`src/rtl/ihla_alu.sv`:
```
// shared offset adder: a + b + small signed constant
`timescale 1ns / 1ps
`default_nettype none
module ihla_alu #(
  parameter int OW = 19
) (
  input  wire logic [OW-1:0]   a,
  input  wire logic [OW-1:0]   b,
  input  wire logic signed [4:0] c,
  output logic      [OW-1:0]   y
);

  // three-input add with sign-extended constant
  assign y = a + b + {{(OW-5){c[4]}}, c};

endmodule
`default_nettype wire

```
`config.mk`:
```
export PLATFORM = sky130hd
export DESIGN_NAME = ihla_alu
export DESIGN_NICKNAME = d
export VERILOG_FILES = /design/src/rtl/ihla_alu.sv
export SDC_FILE = /design/constraint.sdc
export NUM_CORES = 1
export LEC_CHECK = 0
export BUFFER_PORTS_ARGS = -buffer_cell sky130_fd_sc_hd__buf_2
export CAP_MARGIN = 20
export CORE_MARGIN = 2
export CORE_UTILIZATION = 45
export DETAILED_ROUTE_END_ITERATION = 10
export PLACE_DENSITY = 0.86
export SYNTH_ARGS = -nofsm -noshare
export SYNTH_HDL_FRONTEND = slang
export SYNTH_SLANG_ARGS = --single-unit
```
`constraint.sdc`:
```
create_clock -name vclk -period 3.6
set_input_delay 0.9 -clock vclk [all_inputs]
set_output_delay 0.9 -clock vclk [all_outputs]
set_load 0.005 [all_outputs]
```
==> metrics.txt <==
Slew headroom 0.765; via count 1,426; Core ar. 0.00271 mm2; crit path time final 4150 ps; GRT Overall Usage 0.220; antenna-violating nets left 0; Cells after Synth 147; number of global-route vias before repair 1,479; Setup crit end kind output port; HPWL after DPL 2.82 mm; failing checks negative setup slack; LEAKAGE 1.03 nW; Routability Congestion 0.828; Chip Width 57.0 um; fin crit share 1.15; Die ar. 0.00325 mm2; share of cells above drive strength 1 0.545; hold_buf cts 0; max_cap viols 0; crit path max-delay cell type fa_1; register area 0 um2; global-route wire length before repair 5.88 mm; Setup-failing EPs final 15; DR WL/cell 13.5 um; max frequency 241 MHz; commonest non-fill, non-tap cells in the layout buf_2 (60), buf_4 (36), fa_1 (18), a21oi_1 (12); Routed Wire Length 3.68 mm; Seq cells 0; most common cell after layout, fill and taps aside buf_2; Min-Delay Path Class in2out; peak per-stage delay on the critical path 510 ps; final cell count without fillers 273; design area 0.00206 mm2; # DRC 0; fillers 203; CP delay by family, top adder cells; # rows 19; number of DRC markers in iteration 0 31; WP buf/inv 5; sequential fraction of the synthesis area 0; VDD IR max 0.297 mV; # port buffers 62; Pwr Density 366 mW/mm2; Die Ht 57.0 um; worst path cell trace buf_6 > fa_1 > ha_4 > buf_4 > buf_6 > buf_4 > a21o_1 > nand4_1 > nand2_2 > a31o_1 > a211oi_2 > xnor2_1 > buf_2; Worst Path Max Fanout 2; total power 0.755 mW; fin. max-slew vios 0; Syn. warnings 0; initial antenna violation count 0; Ports 62; area of the multi-input gates 0.00133 mm2; # clk buffers 0; Final #Nets 323; RSZ-0062 raised after global routing yes; Post-Synthesis Mean Instance Area 8.61 um2; Post-DP Area 0.00185 mm2; DRT Pass-1 Iters 4; final hold viol count 0; total global routing overflow 0; Final Util 0.761; placed insts 267; Tightest Pin Transition 349 ps; critical path class in2out; Critical Path Start Type input port; CP arrival 3250 ps; antenna cells 0; CP required 2700 ps; Vias per Instance 5.22; Starting Density 0.467; Layout area overhead 62.9%; syn_nets 226; Post-Syn Area 0.00127 mm2; Netlist cell types 34; largest net degree at the start of global routing 14; status finished, violations left; worst hold margin 2240 ps; final setup margin -555 ps
==> cells in the mapped netlist, types with 2 or more instances <==
library cell	n	area (um2)
fa_1	19	380
ha_1	17	213
a21oi_1	15	75.1
inv_1	13	48.8
xnor2_1	12	105
nand2_1	11	41.3
nand4_1	6	37.5
xor2_1	6	52.6
a21o_1	5	37.5
buf_2	5	25.0
nor2_1	5	18.8
nor3_1	4	20.0
o21ai_0	3	15.0
a21oi_2	2	17.5
clkbuf_1	2	7.51
o21ai_1	2	10.0
o21bai_1	2	15.0
o31ai_1	2	15.0
==> per-layer routing <==
metal  GRT usage  wire length [um]
met3      0.0136               134
met1       0.253              1460
met5           0                 0
met2       0.448              2060
met4      0.0332                21
==> per-stage QoR <==
step | setup WS [ps] | setup TNS (ps)
6_report | -555 | -5090
5_1_grt | -617 | -6150
4_1_cts | -517 | -4000
3_5_place_dp | -568 | -5200
3_3_place_gp | -512 | -4770
2_1_floorplan | -245 | -321
==> timing repair <==
action	CTS	global route
cloned	0	0
setup buffers	6	1
resized for setup	27	8
endpoints found under the setup margin	14	15
pin swaps	23	12
==> worst paths after layout <==
kind | start | to | slack (ps) | cells past startpoint
worst min-delay path | c[0] | y[0] | 2240 | 5
worst max-delay path | a[1] | y[16] | -550 | 13
==> report_power, final <==
group / switching (mW) / internal [mW]
registers: 0 / 0
clock network: 0 / 0
logic: 0.354 / 0.401
==> layout make-up <==
cell class / count / area share
Multi-Input combinational cell: 127 / 0.646
Timing Repair Buffer: 102 / 0.311
Inverter: 13 / 0.0237
Tap cell: 31 / 0.0188
==> cell families (layout without fill, tap and decap cells) <==
family / count (synthesis) / after routing / share of synthesized area
buf+inv: 20 / 115 / 0.0642
simple gates: 30 / 30 / 0.114
xor+xnor: 18 / 18 / 0.125
fa+ha+maj: 36 / 36 / 0.468
compound gates: 43 / 43 / 0.229
(Power assumes the default switching activity.)
